**src/hdl/trf_pkg.sv**
```systemverilog
// Package for the tandem repeat finder: sizes, constants and shared types.
// No dependencies; every other file of the block depends on it.
`default_nettype none
package trf_pkg;
    localparam int MAX_PERIOD = 10;
    localparam int POS_BITS = 24;
    localparam int HIST_DEPTH = 2 * MAX_PERIOD;
    localparam int LEN_BITS = 4;
    localparam int SYM_BITS = 8;
    localparam int FLD_BITS = 24;
    localparam int MAX_RESULTS = 53;
    localparam int RCNT_BITS = $clog2(MAX_RESULTS + 1);
    localparam logic [POS_BITS-1:0] POS_LIMIT = {POS_BITS{1'b1}};
    localparam logic [FLD_BITS-1:0] FIELD_MAX = {FLD_BITS{1'b1}};
    localparam logic [LEN_BITS-1:0] MIN_RESET = 4'd3;
    localparam logic [LEN_BITS-1:0] MAX_RESET = 4'd10;
    localparam logic [0:0] REG_MIN = 1'b0;
    localparam logic [0:0] REG_MAX = 1'b1;
    localparam logic ACT_SYMBOL = 1'b0;
    localparam logic ACT_END = 1'b1;

    typedef struct packed {
        logic                found;
        logic [FLD_BITS-1:0] start_pos;
        logic [LEN_BITS-1:0] period;
        logic [FLD_BITS-1:0] repeat_count;
        logic                last;
    } result_t;

    typedef struct packed {
        logic                shift;
        logic                clear;
        logic                enable;
        logic [POS_BITS-1:0] pos;
        logic [SYM_BITS-1:0] sym;
        logic [LEN_BITS-1:0] lo;
        logic [LEN_BITS-1:0] hi;
    } cell_ctl_t;

    function automatic logic [FLD_BITS-1:0] sat_field(input logic [2*POS_BITS-1:0] v);
        sat_field = (v > {{POS_BITS{1'b0}}, FIELD_MAX}) ? FIELD_MAX : v[FLD_BITS-1:0];
    endfunction
endpackage
`default_nettype wire

```
**src/hdl/trf_hist.sv**
```systemverilog
// Symbol delay line feeding each period cell its delayed symbol.
// Depends on trf_pkg.
`default_nettype none
module trf_hist (
    input  wire logic                         clk,
    input  wire logic                         rst_n,
    input  wire logic                         shift,
    input  wire logic                         clear,
    input  wire logic [trf_pkg::SYM_BITS-1:0] sym,
    output logic [trf_pkg::SYM_BITS-1:0]      tap [trf_pkg::MAX_PERIOD]
);
    import trf_pkg::*;

    logic [SYM_BITS-1:0] line_reg [MAX_PERIOD];

    always_comb
    begin
        for (int i = 0; i < MAX_PERIOD; i++)
        begin
            tap[i] = line_reg[i];
        end
    end

    always_ff @(posedge clk or negedge rst_n)
    begin
        if (!rst_n)
        begin
            for (int i = 0; i < MAX_PERIOD; i++)
            begin
                line_reg[i] <= '0;
            end
        end
        else if (clear)
        begin
            for (int i = 0; i < MAX_PERIOD; i++)
            begin
                line_reg[i] <= '0;
            end
        end
        else if (shift)
        begin
            line_reg[0] <= sym;
            for (int i = 1; i < MAX_PERIOD; i++)
            begin
                line_reg[i] <= line_reg[i-1];
            end
        end
    end
endmodule
`default_nettype wire

```
**config.mk**
```make
export PLATFORM = sky130hd
export DESIGN_NAME = trf_hist
export DESIGN_NICKNAME = d
export VERILOG_FILES = /design/src/hdl/trf_pkg.sv /design/src/hdl/trf_hist.sv
export SDC_FILE = /design/constraint.sdc
export NUM_CORES = 1
export LEC_CHECK = 0
export ABC_CLOCK_PERIOD_IN_PS = 1170
export BUFFER_PORTS_ARGS = -buffer_cell sky130_fd_sc_hd__buf_4
export CAP_MARGIN = 10
export CORE_ASPECT_RATIO = 1.25
export CORE_MARGIN = 3
export CORE_UTILIZATION = 55
export CTS_CLUSTER_DIAMETER = 200
export DETAILED_ROUTE_END_ITERATION = 8
export GPL_TIMING_DRIVEN = 0
export PLACE_DENSITY = 0.84
export RECOVER_POWER = 100
export REMOVE_ABC_BUFFERS = 1
export SLEW_MARGIN = 20
export SYNTH_ARGS = -nofsm -noshare
export SYNTH_HDL_FRONTEND = slang
export SYNTH_SLANG_ARGS = --single-unit
```
**constraint.sdc**
```tcl
create_clock -name clk -period 1.17 [get_ports clk]
set_input_delay 0.117 -clock clk [delete_from_list [all_inputs] [get_ports clk]]
set_output_delay 0.117 -clock clk [all_outputs]
set_load 0.02 [all_outputs]
```
# Word-level counts from Yosys, hierarchy flattened

Cells that the tools add are included.

Add/sub/neg operators: 0
Multiply operators: 0
Divide/modulo/power cells: 0
$lt $le $gt $ge: 0
Equal/unequal tests: 0
Shift operators: 0
Multiplexer cells: 2
Bitwise operators: 0
Reductions and logical operators: 1

Operators by type and width:

| kind               | number |
|---|---|
| $mux W80           | 2 |
| $reduce_bool A2 Y1 | 1 |

Register bits after elaboration: 80
Latch bits: 0
Memory bits (writable): 0
Bits in read-only memories: 0
Output and inout port bits: 80
Memories: 0

# Depth between registers and ports, before layout

Gate-level depths: netlist of run 1.

Depth in word-level cells: 2
Mapped depth: 4
Mapped depth without buffers: 2

# Worst setup path before layout of run 1

No wires, ideal clock.

Path kind: input-to-reg
Start: input shift
End: register line_reg, in the netlist tap[0]
Setup time: 0.132 ns
Data arrival time: 0.637 ns
Required time: 1.038 ns
Slack: 0.401 ns
Stages on the path: 4
Cell sequence: buf_6 > buf_8 > mux2i_1 > nor2_1

Cells in the longest elaborated chain, start to end: 1

RTL lines:

| element                       | RTL line       | RTL |
|---|---|---|
| start, declared               | trf_hist.sv:7  | `input wire logic shift,` |
| $reduce_bool A2 Y1 (no line)  | n/a            |  |
| end signal, assigned by index | trf_hist.sv:45 | `line_reg[i] <= line_reg[i-1];` |
| end, declared                 | trf_hist.sv:14 | `logic [SYM_BITS-1:0] line_reg [MAX_PERIOD];` |

No other way between the ends.
A chain may end at the register's enable or synchronous reset.

# Worst setup path in the final report of run 1

Start: register line_reg, in the netlist tap[35]
End: output tap[35] (netlist bit)

RTL lines:

| element       | RTL line       | RTL |
|---|---|---|
| end, declared | trf_hist.sv:10 | `output logic [trf_pkg::SYM_BITS-1:0] tap [trf_pkg::MAX_PERIOD]` |

No word-level cell between the ends.

==> results of run 1 <==
[cells by family (layout without fill, tap and decap cells)]
logic type,Yosys count,after routing,synth area share
muxes,80,80,0.245
DFF,80,80,0.612
and+or+nand+nor,80,80,0.0918
buffers and inverters,18,108,0.0509
[timing repair]
item / in CTS / in global routing
resized for setup: 0 / 1
endpoints found under the hold margin: 80 / 0
setup endpoints to repair: 0 / 80
hold buffers: 1 / 0
[per-layer routing]
metal,up-vias,routed length [µm],GRT usage,share of wire
met1,1047,2520,0.230,0.41
met3,4,296,0.0647,0.048
met2,47,3300,0.313,0.54
met5,-,0,0,0
li1,1021,-,-,-
met4,0,48,0.0490,0.0078
[cell type report]
type | instances | area, µm²
clock buffer | 11 | 141
clock inverter | 5 | 56.3
fill | 466 | 1720
multi-input combinational | 160 | 1100
sequential | 80 | 2000
tap | 64 | 80.1
timing repair buffer | 92 | 494
[cell usage in the layout (no fill, tap or decap), drive strengths merged]
master and instances:
nor2 80, clkbuf 91, bufinv 1, dfrtp 80, clkinv 3, mux2i 80
dlygate4sd3 1, buf 11, clkinvlp 1
[where the power goes]
| part | switching (W) | internal [W] |
|---|---|---|
| Clock | 0.000951 | 0.00104 |
| Combinational | 0.000236 | 0.000129 |
| Sequential | 0.0000257 | 0.00280 |
| Total | 0.00121 | 0.00397 |
[through the flow]
stage / instance area [µm²] / hold WS [ns] / utilization / setup TNS (ns) / cells
final: 3870 / 0.0179 / 0.693 / 0 / 412
after global routing: 3870 / 0.0129 / 0.693 / 0 / 412
after CTS: 4080 / 0.0121 / 0.729 / 0 / 412
after detailed placement: 3870 / 0.338 / 0.692 / -10.69 / 395
after global placement: 3870 / 0.336 / 0.691 / -31.94 / 395
after floorplan: 3100 / -0.179 / - / 0 / 240
[how the worst min path moves through the flow]
stage | depth (start not counted) | slack (ns) | end | start
after floorplan | 0 | -0.18 | tap[0] | rst_n
after global placement | 1 | 0.34 | tap[78] | rst_n
after detailed placement | 1 | 0.34 | tap[78] | rst_n
after CTS | 3 | 0.01 | tap[76] | sym[4]
after global routing | 3 | 0.01 | tap[79] | sym[7]
final | 3 | 0.02 | tap[76] | sym[4]
==> flow_summary.ini, run 1 <==
[outcome]
status = finished, final reports clean

[timing]
fin_crit_ns = 1.06
worst_pin_slew_ns = 0.934
slew_violations = 0
max_freq_mhz = 939
min_period_over_period = 0.910
hold_viol = 0
finalClockSkew_ns = 0.00710
finalSetupViolCount = 0
fin_ws_ns = 0.105
slew_headroom = 0.378
rsz0062_at_grt = no

[grt]
antenna_found_initial = 0
grt_max_degree = 81
grt_pass1_vias = 2069
grt_pass1_wl_um = 9940
grtUsageTotal = 0.188
grt-ovfl-total = 0

[place]
place_congestion = 0.741
pre_cts_ws_ns = -0.169
hpwlAfterDp_um = 3930
port-buffer-count = 91

[drt]
first_iter_violations = 148
drtPass1Iterations = 4
drc = 0
antenna_left = 0
vias = 2119
drt-total-wl_um = 6170
wl_per_cell_um = 15.0
via_per_inst = 5.14

[synth]
synth_area_leaders = dfrtp_1 (61%), mux2i_1 (24%), nor2_1 (9.2%), buf_8 (3.7%), clkbuf_1 (0.92%)
yosys.area.top_type = dfrtp_1
synthTopCellsByCount = dfrtp_1 (80), mux2i_1 (80), nor2_1 (80)
synth_top_area_share = 0.612
synth_seq_area_share = 0.612
synth_edf_count = 0
synthFlopType = dfrtp_1
netlist_instances = 258
ys_types = 7
synth-seq-cells = 80
ys_async_sr_fraction = 1.00
synth_area_um2 = 3270
syn_avg_cell_area_um2 = 12.7
yosys_warnings = 0

[power]
finalPower_w = 0.00518
powerDensity_nw_per_um2 = 1340
vdd_drop_max_uv = 1100
leakagePower_nw = 2.21

[worst_setup_path]
cp.depth = 1
rrSetupSlack_ns = 0.38
path_class = reg2out
arrival_ns = 0.95
cp-end-kind = output pin
critPathTopFamily = flip-flops
endpoint = tap[35]
crit_path_start = tap[35]
r2r_start = tap[41]
r2r_end = tap[33]
path_max_fanout = 3
cpMaxStageDelayCell = dfrtp_1
slowest_delay_ns = 0.37
crit_chain = clkbuf_1
cp.required_ns = 1.05
ff2ff_path_depth = 2
crit_buf_inv = 1
worst_setup_path_start_kind = flip-flop

[die]
die_x_um = 75.0
top_level_ports = 92
die_area_um2 = 6910
core_um2 = 5590
die_h_um = 92.2
row_count = 30
initial_core_util = 0.585

[finish]
fin_nets = 355
drive_gt1_frac = 0.290
syn_to_final_growth_pct = 18.5
largest_reg_flops = 80
antenna_cells = 0

[clocking]
clk_latency_ns = 0.34
cts_tree = built
htreeDepth = 3
clock-sinks = 80
numCtsBuffers = 9
clock_path_buffers = 2
clock-root-buffer = clkbuf_8
clkTransAtPathRegs_ns = 0.08
cts_setup_buffers = 0

[min_path]
hold_class = in2reg

[flow_run]
maxCapViolCount = 0
Note: power is estimated with default switching activity, not from simulation.
==> run 2, diff against run 1 <==
Settings changed: RECOVER_POWER 100 to 50.
==> flow_summary.ini, run 2 (synthesis gave the netlist of run 1 again) <==
[place]
place_area_um2 = 3870
place_congestion = 0.741
post-place-cells = 395
hpwlAfterDp_um = 3930
pre_cts_ws_ns = -0.169
port-buffer-count = 91

[power]
powerDensity_nw_per_um2 = 1270
vdd_drop_max_uv = 1110
finalPower_w = 0.00520
leakagePower_nw = 2.29

[grt]
grtUsageTotal = 0.188
grt_pass1_vias = 2069
antenna_found_initial = 0
grt-ovfl-total = 0
grt_pass1_wl_um = 9940
grt_max_degree = 81

[timing]
worst_hold_slack_ns = 0.0153
slew_violations = 0
rsz0062_at_grt = no
worst_pin_slew_ns = 0.942
finalClockSkew_ns = 0.00502
slew_headroom = 0.372
hold_viol = 0
finalSetupViolCount = 0
max_freq_mhz = 958
min_period_over_period = 0.892
fin_crit_ns = 1.04
fin_ws_ns = 0.126

[worst_setup_path]
cp-end-kind = output pin
critPathTopFamily = flip-flops
path_max_fanout = 3
crit_chain = buf_4
worst_setup_path_start_kind = flip-flop
path_class = reg2out
crit_path_start = tap[23]
ff2ff_path_depth = 2
slowest_delay_ns = 0.42
arrival_ns = 0.93
cp.required_ns = 1.05
crit_buf_inv = 1
rrSetupSlack_ns = 0.37
r2r_start = tap[41]
r2r_end = tap[33]
cpMaxStageDelayCell = dfrtp_1

[min_path]
hold_depth = 3
min_to = tap[76]
hold_class = in2reg
min_from = sym[4]

[finish]
regArea_um2 = 2000
fin_nets = 355
drive_gt1_frac = 0.305
final_common_cell = buf_4
finalNonFillerCells = 412
syn_to_final_growth_pct = 24.8
antenna_cells = 0
largest_reg_flops = 80
stdcell_area_um2 = 4080
most-common-layout-cells = buf_4 (89), mux2i_1 (80), nor2_1 (80), dfrtp_1 (80), clkbuf_8 (10)
multi_input_area_um2 = 1100
nFillCells = 413

[drt]
drtPass1Iterations = 4
first_iter_violations = 135
vias = 2119
antenna_left = 0
via_per_inst = 5.14
drc = 0
drt-total-wl_um = 6220
wl_per_cell_um = 15.1

[outcome]
status = finished, final reports clean

[clocking]
clock-root-buffer = clkbuf_8
clock-sinks = 80
clkTransAtPathRegs_ns = 0.08
clock_path_buffers = 2
htreeDepth = 3
cts_tree = built
numCtsBuffers = 9
clk_latency_ns = 0.34

[die]
initial_core_util = 0.585
core_um2 = 5590
die_h_um = 92.2
die_area_um2 = 6910
row_count = 30
top_level_ports = 92
die_x_um = 75.0

[flow_run]
maxCapViolCount = 0
-- run 2: power by group --
part           internal, W  switching (W)
clock              0.00104       0.000953
combinational     0.000148       0.000236
sequential         0.00279      0.0000259
-- run 2: stage by stage --
stage               TNS, ns   util
finish                    0  0.730
global route              0  0.730
CTS                       0  0.729
detailed placement   -10.69  0.692
global placement     -31.94  0.691
floorplan                 0      -
-- run 2: final cells by class --
cell class                      instances  area share
Clock buffer                           11      0.0346
Tap cell                               64      0.0196
Sequential cell                        80       0.490
Multi-Input combinational cell        160       0.270
Timing Repair Buffer                   92       0.172
Clock inverter                          5      0.0138
-- run 2: worst max path at each step --
stage / depth (start not counted) / slack (ns) / to
final: 1 / 0.13 / tap[23]
after global routing: 1 / 0.09 / tap[64]
after CTS: 2 / 0.01 / tap[49]
after detailed placement: 3 / -0.17 / tap[64]
after global placement: 3 / -0.42 / tap[77]
after floorplan: 2 / 0.42 / tap[0]
-- run 2: tightest hold or removal path: stages --
cell and delay [ns]:
buf_4 0.08, mux2i_1 0.05, nor2_1 0.07
-- run 2: layer usage --
metal	up-vias	track usage	wire [µm]
met5	-	0	0
met1	1047	0.230	2510
met4	0	0.0490	55
met2	45	0.313	3360
li1	1023	-	-
met3	4	0.0647	298
-- run 2: timing repair --
item | in CTS | in global routing
gates resized for setup | 0 | 1
endpoints found under the hold margin | 80 | 0
buffers inserted | 0 | 0
hold buffers | 1 | 0
endpoints found under the setup margin | 0 | 80
