`src/hdl/trf_pkg.sv`:
```
// Package for the tandem repeat finder: sizes, constants and shared types.
// No dependencies; every other file of the block depends on it.
`default_nettype none
package trf_pkg;
    localparam int MAX_PERIOD = 10;
    localparam int POS_BITS = 24;
    localparam int HIST_DEPTH = 2 * MAX_PERIOD;
    localparam int LEN_BITS = 4;
    localparam int SYM_BITS = 8;
    localparam int FLD_BITS = 24;
    localparam int MAX_RESULTS = 53;
    localparam int RCNT_BITS = $clog2(MAX_RESULTS + 1);
    localparam logic [POS_BITS-1:0] POS_LIMIT = {POS_BITS{1'b1}};
    localparam logic [FLD_BITS-1:0] FIELD_MAX = {FLD_BITS{1'b1}};
    localparam logic [LEN_BITS-1:0] MIN_RESET = 4'd3;
    localparam logic [LEN_BITS-1:0] MAX_RESET = 4'd10;
    localparam logic [0:0] REG_MIN = 1'b0;
    localparam logic [0:0] REG_MAX = 1'b1;
    localparam logic ACT_SYMBOL = 1'b0;
    localparam logic ACT_END = 1'b1;

    typedef struct packed {
        logic                found;
        logic [FLD_BITS-1:0] start_pos;
        logic [LEN_BITS-1:0] period;
        logic [FLD_BITS-1:0] repeat_count;
        logic                last;
    } result_t;

    typedef struct packed {
        logic                shift;
        logic                clear;
        logic                enable;
        logic [POS_BITS-1:0] pos;
        logic [SYM_BITS-1:0] sym;
        logic [LEN_BITS-1:0] lo;
        logic [LEN_BITS-1:0] hi;
    } cell_ctl_t;

    function automatic logic [FLD_BITS-1:0] sat_field(input logic [2*POS_BITS-1:0] v);
        sat_field = (v > {{POS_BITS{1'b0}}, FIELD_MAX}) ? FIELD_MAX : v[FLD_BITS-1:0];
    endfunction
endpackage
`default_nettype wire

```
`src/hdl/trf_cell.sv`:
```
// One period cell: compares the stream against itself delayed by its period and
// tracks run counts per position slot. Depends on trf_pkg.
`default_nettype none
module trf_cell (
    input  wire logic                         clk,
    input  wire logic                         rst_n,
    input  wire logic [trf_pkg::LEN_BITS-1:0] len,
    input  trf_pkg::cell_ctl_t                ctl,
    input  wire logic [trf_pkg::SYM_BITS-1:0] hist_in,
    output logic [trf_pkg::SYM_BITS-1:0]      hist_out,
    output logic                              rep_valid,
    output trf_pkg::result_t                  rep,
    input  wire logic [trf_pkg::LEN_BITS-1:0] flush_idx,
    output logic [trf_pkg::POS_BITS-1:0]      flush_cnt
);
    import trf_pkg::*;

    logic [POS_BITS-1:0] cnt_reg [MAX_PERIOD];
    logic [POS_BITS-1:0] cnt_next [MAX_PERIOD];
    logic [LEN_BITS-1:0] mism_reg;
    logic [LEN_BITS-1:0] mism_next;
    logic                same;
    logic                in_rng;
    logic [LEN_BITS-1:0] oidx;
    logic [POS_BITS-1:0] old;
    logic [POS_BITS-1:0] nv;
    logic                match;
    logic [2*POS_BITS-1:0] span;
    logic [POS_BITS:0]   q1;

    // The counter holds the number of consecutive equal pairs, saturating at len.
    assign same = (ctl.sym == hist_in);
    assign hist_out = ctl.sym;
    assign in_rng = (len >= ctl.lo) && (len <= ctl.hi);
    assign oidx = LEN_BITS'(MAX_PERIOD) - len;
    assign old = (ctl.pos >= {{(POS_BITS-LEN_BITS){1'b0}}, len}) ? cnt_reg[oidx] : '0;
    assign match = (ctl.pos + 1'b1 >= {{(POS_BITS-LEN_BITS-1){1'b0}}, len, 1'b0})
                   && same && (mism_reg + 1'b1 >= len);
    assign span = old * {{(POS_BITS-LEN_BITS){1'b0}}, len};
    assign q1 = {1'b0, ctl.pos} - {{(POS_BITS-LEN_BITS+1){1'b0}}, len} + 1'b1;

    always_comb
    begin
        mism_next = mism_reg;
        if (same)
        begin
            if (mism_reg < len)
            begin
                mism_next = mism_reg + 1'b1;
            end
        end
        else
        begin
            mism_next = '0;
        end
        if (match)
        begin
            nv = (old == '0) ? POS_BITS'(2) : ((old == POS_LIMIT) ? POS_LIMIT : old + 1'b1);
        end
        else
        begin
            nv = POS_BITS'(1);
        end
        for (int i = 0; i < MAX_PERIOD; i++)
        begin
            cnt_next[i] = cnt_reg[i];
        end
        if (ctl.shift)
        begin
            // Index MAX_PERIOD-k holds position p-k; entries move down by one per symbol.
            for (int i = 0; i < MAX_PERIOD - 1; i++)
            begin
                cnt_next[i] = cnt_reg[i+1];
            end
            cnt_next[MAX_PERIOD-1] = in_rng ? nv : '0;
        end
        rep_valid = ctl.enable && in_rng && !match && (old > POS_BITS'(1));
        rep.found = 1'b1;
        rep.start_pos = (span > {{POS_BITS{1'b0}}, q1[POS_BITS-1:0]}) || q1[POS_BITS] ? '0
                        : sat_field({{POS_BITS{1'b0}}, q1[POS_BITS-1:0]} - span);
        rep.period = len;
        rep.repeat_count = sat_field({{POS_BITS{1'b0}}, old});
        rep.last = 1'b0;
    end

    assign flush_cnt = cnt_reg[flush_idx];

    always_ff @(posedge clk or negedge rst_n)
    begin
        if (!rst_n)
        begin
            mism_reg <= '0;
            for (int i = 0; i < MAX_PERIOD; i++)
            begin
                cnt_reg[i] <= '0;
            end
        end
        else if (ctl.clear)
        begin
            mism_reg <= '0;
            for (int i = 0; i < MAX_PERIOD; i++)
            begin
                cnt_reg[i] <= '0;
            end
        end
        else if (ctl.shift)
        begin
            mism_reg <= mism_next;
            for (int i = 0; i < MAX_PERIOD; i++)
            begin
                cnt_reg[i] <= cnt_next[i];
            end
        end
    end
endmodule
`default_nettype wire

```
`config.mk`:
```
export PLATFORM = sky130hd
export DESIGN_NAME = trf_cell
export DESIGN_NICKNAME = d
export VERILOG_FILES = /design/src/hdl/trf_pkg.sv /design/src/hdl/trf_cell.sv
export SDC_FILE = /design/constraint.sdc
export NUM_CORES = 1
export LEC_CHECK = 0
export BUFFER_PORTS_ARGS = -buffer_cell sky130_fd_sc_hd__buf_2
export CORE_ASPECT_RATIO = 1.1
export CORE_MARGIN = 4
export CORE_UTILIZATION = 68
export CTS_CLUSTER_DIAMETER = 150
export CTS_CLUSTER_SIZE = 8
export DETAILED_ROUTE_END_ITERATION = 6
export PLACE_DENSITY = 0.88
export SYNTH_ARGS = -nofsm -noshare
export SYNTH_HDL_FRONTEND = slang
export SYNTH_SLANG_ARGS = --single-unit
```
`constraint.sdc`:
```
create_clock -name clk -period 24.2 [get_ports clk]
set_input_delay 3.63 -clock clk [delete_from_list [all_inputs] [get_ports clk]]
set_output_delay 3.63 -clock clk [all_outputs]
set_load 0.03 [all_outputs]
```
Word level (Yosys, flattened, before mapping)

Cells that the tools add are included.

Register bits: 244
Bits of input ports: 61
Output and inout port bits: 87
Logic and storage cells: 65

$add $sub $neg: 7
$mul: 1
Magnitude comparators: 11
Equality and inequality tests: 3
Mux-type cells: 19
Bitwise gates (word level): 2
Reductions and logical operators: 11

Operator list:

| kind                                                      | count |
|---|---|
| 2-to-1 mux 240 bit                                        | 2 |
| 2-to-1 mux 24 bit                                         | 11 |
| binary-select mux 24 bit (select 4 bit)                   | 2 |
| adder 24 x 1 -> 24 bit (second input constant)            | 2 |
| > comparator 48 x 24 -> 1 bit (second input constant)     | 1 |
| subtractor 24 x 28 -> 29 bit                              | 1 |
| > comparator 28 x 24 -> 1 bit                             | 1 |
| multiplier 24 x 4 -> 28 bit                               | 1 |
| adder 25 x 1 -> 25 bit (second input constant)            | 1 |
| subtractor 24 x 4 -> 25 bit                               | 1 |
| equality test 24 bit (second input constant)              | 1 |
| greater-or-equal comparator 24 x 4 -> 1 bit               | 1 |
| greater-or-equal comparator 24 x 5 -> 1 bit               | 1 |
| > comparator 24 x 1 -> 1 bit (second input constant)      | 1 |
| zero test 24 bit                                          | 1 |
| 2-to-1 mux 4 bit                                          | 4 |
| greater-or-equal comparator 5 bit (second input constant) | 2 |
| NOT 4 -> 5 bit                                            | 2 |
| equality test 8 bit                                       | 1 |
| greater-or-equal comparator 4 bit                         | 2 |
| logical AND 1 bit                                         | 6 |
| adder 4 x 1 -> 4 bit (second input constant)              | 1 |
| less-or-equal comparator 4 bit                            | 1 |
| < comparator 4 bit                                        | 1 |
| other kinds (6)                                           | 6 |

Logic depth before layout (Yosys ltp)

Word-level depth: 13
Gate-level depth with buffers: 43
Mapped depth without buffers: 34

Worst setup path before layout

Ideal clock, no wire load.

Path type: input-to-output
Start point: in len[0] (netlist bit)
End point: out rep[42] (netlist bit)
Arrival: 12.137 ns
Data required time: 20.570 ns
Path slack: 8.433 ns
Stages: 42
Path through: buf_6 > buf_8 > buf_8 > buf_6 > buf_6 > buf_2 > clkinv_1 > ha_1 > nand2b_1 > a21oi_1 > o21bai_1 > a31o_2 > nor2_1 > clkbuf_1 > clkbuf_1 > clkbuf_1 > nor3_1 > fa_1 > (+6 left out) > nor2_1 > o21a_1 > o21ai_0 > a21o_1 > a21oi_1 > xor2_1 > ha_1 > a21o_1 > a21o_1 > a21o_1 > a21o_1 > a211oi_1 > o21ai_0 > o21ai_0 > or3_1 > clkbuf_1 > clkbuf_1 > o21a_1

RTL lines:

| what               | line           | RTL |
|---|---|---|
| start: declaration | trf_cell.sv:7  | `input wire logic [trf_pkg::LEN_BITS-1:0] len,` |
| end: declaration   | trf_cell.sv:12 | `output trf_pkg::result_t rep,` |

==> flow_summary.json <==
{
  "p_sw_mw": 0.3732,
  "die_y_microns": 196.3,
  "status": "complete, no violations",
  "power.share.switching": 0.3197,
  "die_area_sq_mm": 0.03519,
  "regToRegSetupSlack_ns": 20.36,
  "seqPwrFrac": 0.351,
  "drc": 0,
  "yosysTopAreaCellShare": 0.2784,
  "core_sq_mm": 0.03157,
  "p_int_mw": 0.7939,
  "drt_iter0_markers": 1914,
  "wire_per_inst_microns": 22.49,
  "ir_drop_uv": 67.00,
  "met3_length_mm": 5.245,
  "ys_top_cells_by_count": "318 x nor2_1, 256 x mux2i_1, 244 x dfrtp_1",
  "syn-num-nets": 2545,
  "cts_sinks": 244,
  "fin_hold_ws_ns": 0.5421,
  "dp_hpwl_mm": 42.67,
  "criticalPathCategory": "input port to output port",
  "io_buffers": 145,
  "num_rows": 68,
  "critPathMaxStageDelay_ns": 0.74,
  "antenna_found_initial": 1,
  "syn_inst": 2294,
  "crit_fanout": 27,
  "cts_root_buf": "clkbuf_16",
  "fin_skew_ns": 0.01793,
  "grt_setup_unrepaired": "false",
  "cp-start-kind": "input port",
  "total_power_mw": 1.167,
  "maxCapViolCount": 0,
  "place_area_sq_mm": 0.02271,
  "grt_pass1_vias": 19390,
  "min_path_cells": 2,
  "routed_wl_mm": 62.33,
  "finalCritPeriodShare": 0.6965,
  "cts_max_level": 2,
  "pin_count": 148,
  "synth_area_leaders": "dfrtp_1 28%, mux2i_1 12%, mux4_2 9.9%",
  "fin_ws_ns": 7.346,
  "detailedPlace.worstSlack_ns": 7.478,
  "area_growth_pct": 7.936,
  "hold_class": "flop to flop",
  "finalHoldViolCount": 0,
  "wl_met2_mm": 30.54,
  "p_per_area_mw_per_mm2": 49.31,
  "largest_register_ffs": 240,
  "dr.pass1.iters": 6,
  "grt_pass1_wl_mm": 100.4,
  "cts_tree": "yes",
  "nets": 2602,
  "diodes": 0,
  "cp_common_cell": "inv_1",
  "grt_usage": 0.3539,
  "final_area_sq_mm": 0.02367,
  "setup_tns_ns": 0,
  "p_leak_nw": 11.51,
  "yosysMostFrequentCell": "nor2_1",
  "ant_nets": 0,
  "cts_setup_buffers": 0,
  "dr.max_layer_used": "met5",
  "ys_types": 79,
  "synthFlopType": "dfrtp_1",
  "critPathSlowestCell": "or3_1",
  "cts_resized": 0,
  "cp.arrival_ns": 13.22,
  "vias_per_cell": 6.841,
  "fill_cells": 2083,
  "fp.dieW_microns": 179.2,
  "met1_length_mm": 22.52,
  "synth_top_cell_by_area": "dfrtp_1",
  "dr_total_vias": 18960,
  "yosysSeqAreaShare": 0.2784,
  "drive_above_1_share": 0.1604,
  "path_clk_slew_ns": 0.05,
  "synth_edf_count": 0,
  "endpoint_kind": "output port",
  "tightest_slew_ns": 1.136,
  "cts_buffers": 36,
  "pwr-share-comb": 0.266,
  "place_congestion": 1.024,
  "drv_slew": 0,
  "syn_area_per_cell_sq_um": 9.560,
  "max_freq_ghz": 0.05933,
  "required_ns": 20.57,
  "setup_violations": 0,
  "fin_crit_ns": 16.85,
  "yosys_warnings": 0,
  "pwr-share-clk": 0.383,
  "async_reset_ff_frac": 1.000,
  "reg2reg_depth": 9,
  "maxSlewHeadroom": 0.2428,
  "ys_ff_latch": 244,
  "cts_buffer_depth": 3,
  "cts_hold_buf": 0,
  "grt_max_degree": 96,
  "synth_area_sq_mm": 0.02193,
  "grt_overflow": 0,
  "initial_utilization": 0.6947,
  "insertion_delay_ns": 0.51
}
[worst max-delay path: cells and delay by family]
| family | cells | cell delay [ns] |
|---|---|---|
| xor gates and xnor gates | 1 | 0.09 |
| adders and majority gates | 6 | 2.56 |
| AOI/OAI and AO/OA | 13 | 3.72 |
| buffers and inverters | 6 | 1.18 |
| and+or+nand+nor | 5 | 2.01 |
[stage by stage]
stage                     instances  utilization
after floorplan                2294            -
after global placement         2733       0.7196
after detailed placement       2733       0.7196
after CTS                      2771       0.7499
after global routing           2771       0.7499
final                          2771       0.7499
[layer usage]
layer / up-vias / track usage
met5: - / 0
met4: 2 / 0.2054
met3: 280 / 0.06465
met2: 1031 / 0.5924
met1: 9305 / 0.4296
li1: 8339 / -
[final cells by class]
cell class / count / area [sq um] / area share
clock buffer: 37 / 925.9 / 0.03912
clock inverter: 1 / 30.03 / 0.001269
inverter: 135 / 506.7 / 0.02141
multi-input combinational: 1767 / 14640 / 0.6186
sequential: 244 / 6106 / 0.2580
tap: 420 / 525.5 / 0.02220
timing repair buffer: 167 / 934.6 / 0.03949
[placed cells by master, fill, tap and decap left out, types with 26 or more instances in the layout]
| cell | instances |
|---|---|
| a21o_1 | 27 |
| a21oi_1 | 101 |
| a221oi_1 | 26 |
| buf_2 | 140 |
| clkbuf_16 | 37 |
| dfrtp_1 | 244 |
| fa_1 | 47 |
| ha_1 | 142 |
| inv_1 | 134 |
| mux2_2 | 52 |
| mux2i_1 | 256 |
| mux4_2 | 96 |
| nand2_1 | 140 |
| nand3_1 | 39 |
| nor2_1 | 316 |
| nor3_1 | 51 |
| o21a_1 | 41 |
| o21ai_0 | 56 |
| xnor2_1 | 48 |
| xor2_1 | 36 |
[worst paths after layout]
| check | start | endpoint |
|---|---|---|
| max | len[2] | rep[48] |
| min | cnt_reg[1] | cnt_reg[1] |
| max reg2reg | cnt_reg[147] | cnt_reg[4] |
| min reg2reg | cnt_reg[1] | cnt_reg[1] |
| max in group asynchronous | rst_n | cnt_reg[175] |
| min in group asynchronous | rst_n | cnt_reg[93] |
[power by group through the flow]
stage	registers, mW	clock network, mW	logic, mW
5_1_grt	0.409	0.469	0.334
4_1_cts	0.409	0.450	0.306
6_report	0.409	0.447	0.311
2_1_floorplan	0.416	0	0.224
3_3_place_gp	0.416	0	0.296
3_5_place_dp	0.416	0	0.304
[logic make-up after synthesis]
logic type,count (synthesis),share of synthesized area
and+or+nand+nor,687,0.1433
muxes,404,0.2421
AOI/OAI and AO/OA,397,0.1203
buffers and inverters,283,0.05557
DFF,244,0.2784
adders and majority gates,190,0.1245
xor gates and xnor gates,87,0.03543
other,2,0.0003425
(Power assumes the default switching activity.)
